$ cat config.mk
export PLATFORM = sky130hd
export DESIGN_NAME = qrm_finish
export DESIGN_NICKNAME = d
export VERILOG_FILES = /design/src/hdl/qrm_pkg.sv /design/src/hdl/qrm_finish.sv
export SDC_FILE = /design/constraint.sdc
export NUM_CORES = 1
export LEC_CHECK = 0
export BUFFER_PORTS_ARGS = -buffer_cell sky130_fd_sc_hd__buf_2
export CAP_MARGIN = 20
export CORE_AREA = 4 4 247 249
export CTS_CLUSTER_DIAMETER = 150
export CTS_CLUSTER_SIZE = 40
export DETAILED_ROUTE_END_ITERATION = 12
export DIE_AREA = 0 0 251 253
export GPL_ROUTABILITY_DRIVEN = 0
export SYNTH_ARGS = -nofsm -noshare
export SYNTH_HDL_FRONTEND = slang
export SYNTH_SLANG_ARGS = --single-unit
$ cat constraint.sdc
create_clock -name clk_i -period 1.7 [get_ports clk_i]
set_input_delay 0.17 -clock clk_i [delete_from_list [all_inputs] [get_ports clk_i]]
set_output_delay 0.17 -clock clk_i [all_outputs]
set_load 0.02 [all_outputs]
$ cat src/hdl/qrm_pkg.sv
`timescale 1ns / 1ps
// shared types, widths and constants for the quaternion to rotation matrix unit
// no dependencies

package qrm_pkg;

  localparam int IN_W      = 16;
  localparam int FRAC_BITS = 14;
  localparam int OUT_W     = 16;
  localparam int NUM_ENT   = 9;

  // products, sum of squares, signed numerators, quotient register
  localparam int PROD_W = 2 * IN_W;
  localparam int S_W    = 2 * IN_W + 1;
  localparam int NUM_W  = S_W + 1;
  localparam int Q_W    = FRAC_BITS + 2;

  // restoring steps: one integer bit then the fraction bits
  localparam int DIV_STEPS = FRAC_BITS + 1;

  localparam logic [Q_W-1:0] ONE_Q = Q_W'(1) << FRAC_BITS;

  typedef struct packed {
    logic signed [IN_W-1:0] z;
    logic signed [IN_W-1:0] y;
    logic signed [IN_W-1:0] x;
    logic signed [IN_W-1:0] w;
  } quat_t;

  typedef struct packed {
    logic           neg;
    logic [S_W-1:0] rem;
    logic [Q_W-1:0] quo;
  } lane_t;

  typedef struct packed {
    lane_t [NUM_ENT-1:0] lanes;
    logic  [S_W-1:0]     den;
    logic                zero;
  } div_stage_t;

  typedef struct packed {
    logic signed [NUM_ENT-1:0][OUT_W-1:0] ent;
    logic                                 zero;
  } result_t;

endpackage

$ cat src/hdl/qrm_finish.sv
`timescale 1ns / 1ps
// rounding, clamping, sign and zero-quaternion identity into the output register
// depends on qrm_pkg

module qrm_finish (
  input  logic                clk_i,
  input  logic                rst_ni,
  input  logic                en_i,
  input  logic                valid_i,
  input  qrm_pkg::div_stage_t stage_i,
  output logic                valid_o,
  output qrm_pkg::result_t    result_o
);

  qrm_pkg::result_t     result_d, result_q;
  logic                 valid_q;
  logic [qrm_pkg::Q_W-1:0] q [qrm_pkg::NUM_ENT];

  always_comb begin
    result_d.zero = stage_i.zero;
    for (int k = 0; k < qrm_pkg::NUM_ENT; k++) begin
      // half or more of the divisor left over rounds up
      q[k] = stage_i.lanes[k].quo
           + qrm_pkg::Q_W'({stage_i.lanes[k].rem, 1'b0} >= {1'b0, stage_i.den});
      if (q[k] > qrm_pkg::ONE_Q) begin
        q[k] = qrm_pkg::ONE_Q;
      end
      if (stage_i.zero) begin
        result_d.ent[k] = (k % 4 == 0) ? qrm_pkg::OUT_W'(qrm_pkg::ONE_Q) : '0;
      end else if (stage_i.lanes[k].neg) begin
        result_d.ent[k] = qrm_pkg::OUT_W'(-q[k]);
      end else begin
        result_d.ent[k] = qrm_pkg::OUT_W'(q[k]);
      end
    end
  end

  always_ff @(posedge clk_i or negedge rst_ni) begin
    if (!rst_ni) begin
      valid_q <= 1'b0;
    end else if (en_i) begin
      valid_q <= valid_i;
    end
  end

  always_ff @(posedge clk_i) begin
    if (en_i) begin
      result_q <= result_d;
    end
  end

  assign valid_o  = valid_q;
  assign result_o = result_q;

endmodule

==> results.sh <==
export IMPL_start_util_pct=33.3
export IMPL_numCtsBuffers=17
export IMPL_rr_worst_depth=1
export IMPL_clock_sinks=146
export IMPL_p_leak_nw=15.5
export IMPL_grt_pass1_wl_um=140000
export IMPL_failed_checks="negative setup slack"
export IMPL_coreArea_um2=58700
export IMPL_ys_async_sr_fraction_pct=0.685
export IMPL_portBuffers=633
export IMPL_cts_clk_slew_worst_paths_ns=0.08
export IMPL_cts_tree="built"
export IMPL_routedWlPerCell_um=21.0
export IMPL_clk_path_buf_depth=2
export IMPL_synth_area_leader_cell="edfxtp_1"
export IMPL_critical_path_max_fanout=5
export IMPL_relSlewSlack_pct=56.1
export IMPL_finalPower_mw=16.2
export IMPL_power_density_nw_per_um2=474
export IMPL_syn2layout_area_growth_pct=75.0
export IMPL_required_ns=1.91
export IMPL_ys_types=98
export IMPL_antenna_found_initial=53
export IMPL_die_w_um=251
export IMPL_rrSetupSlack_ns=0.95
export IMPL_grt_max_degree=57
export IMPL_yosysWarnings=0
export IMPL_drt_first_iter_violations=1233
export IMPL_slew_violations=0
export IMPL_max_freq_mhz=193
export IMPL_peakVddDrop_mv=0.646
export IMPL_track_usage_pct=27.8
export IMPL_reg2reg_from="valid_o"
export IMPL_crit_path_frequent_cell="ha_4"
export IMPL_ys_flop_type="edfxtp_1"
export IMPL_hold_violations=0
export IMPL_drive_gt1_share_pct=54.7
export IMPL_nNetsFinal=4505
export IMPL_final_cell_mix="buf_4 (695), buf_2 (627), ha_1 (262), nor2_1 (172), edfxtp_1 (145)"
export IMPL_cts_htree_levels=4
export IMPL_cap_violations=0
export IMPL_netlist_area_leader_share_pct=22.3
export IMPL_num_rows=89
export IMPL_syn_area_um2=19500
export IMPL_die_h_um=253
export IMPL_first_pass_iters=7
export IMPL_vias=24712
export IMPL_worst_slack_ns=-3.48
export IMPL_grt_overflow=0
export IMPL_setup_violations=144
export IMPL_pre_cts_ws_ns=-4.11
export IMPL_synth_edf_count=145
export IMPL_ys_seq_area_share_pct=22.4
export IMPL_cts_root_buffer="clkbuf_16"
export IMPL_syn_inst=2315
export IMPL_clock_latency_ns=0.44
export IMPL_crit_path_end="result_o[121]"
export IMPL_fillCellCount=4975
export IMPL_crit_arrival_ns=5.39
export IMPL_dieArea_um2=63500
export IMPL_worstMarginPinSlew_ns=0.654
export IMPL_viasPerCell=5.45
export IMPL_avgSynthCellArea_um2=8.43
export IMPL_layout_commonest_cell="buf_4"
export IMPL_reg2reg_to="valid_o"
export IMPL_drc=0
export IMPL_critical_path_class="input pin to flip-flop"
export IMPL_synth_nets=3127
export IMPL_critPathMaxStageDelay_ns=0.53
export IMPL_fin_crit_sh_pct=305
export IMPL_worstHoldPathType="input pin to flip-flop"
export IMPL_rsz0062_at_grt="true"
export IMPL_hpwlAfterDp_um=77200
export IMPL_run_status="finished, violations left"
export IMPL_grt_pass1_vias=25206
export IMPL_postRouteAntennaNets=0
export IMPL_clock_skew_final_ns=0
export IMPL_pin_count=634
export IMPL_timing_final_crit_period_ns=5.18
export IMPL_synth_seq_cells=146
export IMPL_start_kind="input pin"
export IMPL_critPathLaunch="stage_i[4]"
export IMPL_slowest_stage="a2111o_1"
export IMPL_cp_end_kind="flip-flop"
export IMPL_wl_um=95300
export IMPL_synth_area_leaders="edfxtp_1 (22%), ha_1 (21%), xnor2_1 (6.1%)"
## layout make-up
cell class | count | area (µm²) | area share [%]
multi-input cells | 2006 | 17900 | 52.5
flip-flops and latches | 146 | 4380 | 12.8
diodes | 52 | 130 | 0.381
clock inverters | 14 | 140 | 0.410
well taps | 773 | 967 | 2.83
clock buffers | 18 | 429 | 1.26
repair buffers | 1443 | 9830 | 28.8
inverters | 79 | 349 | 1.02
## flip-flops by register name, summed over array words and instances, names as in the netlist
| name | count |
|---|---|
| result_o | 145 |
| valid_o | 1 |
## repair_timing
action / 4_1_cts / 5_1_grt
gates cloned: 2 / 0
gates resized for setup: 393 / 225
setup buffers: 120 / 83
hold buffers: 3 / 0
pin swaps: 229 / 236
endpoints found under the setup margin: 144 / 144
hold endpoints to repair: 2 / 0
## synth_stat cells (all sizes together), types with 11 or more instances
cell type,number
ha,324
nor2,229
nand2,193
edfxtp,145
xnor2,135
a21oi,129
o21ai,117
nand3,96
a21o,93
nand4,86
inv,79
nor3,67
xor2,60
clkbuf,57
o21a,36
nand2b,32
and3,30
buf,28
nor4,28
nor2b,27
o31ai,25
a31oi,23
and4,22
a211oi,20
and2,19
or3,17
mux2i,14
or2,12
o211ai,11
## power by group
part	internal, mW	switching, mW	total (mW)
sequential	4.28	0.111	4.39
clock	1.95	1.83	3.78
combinational	3.82	4.22	8.04
total	10.0	6.16	16.2
## routing by layer
layer / up-vias / global-route usage, % / part of all wire [%] / routed length, µm
li1: 11574 / - / - / -
met1: 11810 / 29.8 / 37 / 34800
met2: 1028 / 50.9 / 51 / 48400
met3: 290 / 4.68 / 5.8 / 5560
met4: 10 / 17.1 / 6.8 / 6500
met5: - / 0 / 0.052 / 50
## kinds of logic (layout without fill, tap and decap cells)
kind of cell	Yosys count	in the layout	synth area share, %
buf+inv	164	1554	3.36
compound gates	573	574	20.0
xor+xnor	195	195	8.75
fa+ha+maj	324	324	20.8
flops	146	146	22.4
simple gates	893	893	23.6
mux	20	20	1.08
other cells	0	52	0
## worst min-delay path by stage
stage / from / end / slack [ns] / cells after the start
floorplan: rst_ni / valid_o / -0.13 / 0
detailed placement: rst_ni / valid_o / -0.05 / 1
global route: en_i / result_o[37] / 0.10 / 1
finish: en_i / result_o[37] / 0.12 / 1
CTS: en_i / result_o[33] / 0.09 / 1
global placement: rst_ni / valid_o / -0.05 / 1
## through the flow
| step | TNS (ns) | cell area, µm² | hold slack (ns) | instances | util [%] |
|---|---|---|---|---|---|
| floorplan | -351.88 | 20900 | -0.126 | 2315 | - |
| global placement | -483.29 | 29500 | -0.0538 | 4290 | 50.3 |
| detailed placement | -486.50 | 29500 | -0.0531 | 4291 | 50.3 |
| CTS | -390.15 | 32800 | 0.0882 | 4436 | 56.0 |
| global route | -421.16 | 34100 | 0.101 | 4519 | 58.2 |
| finish | -399.97 | 34200 | 0.116 | 4531 | 58.2 |
## worst max-delay path, delay by kind of cell
family                     cells  cell delay (ns)
buffers and inverters          3             0.34
adders and majority gates      4             0.79
and+or+nand+nor                5             0.57
AOI/OAI and AO/OA             15             3.51
(Power assumes the default switching activity.)
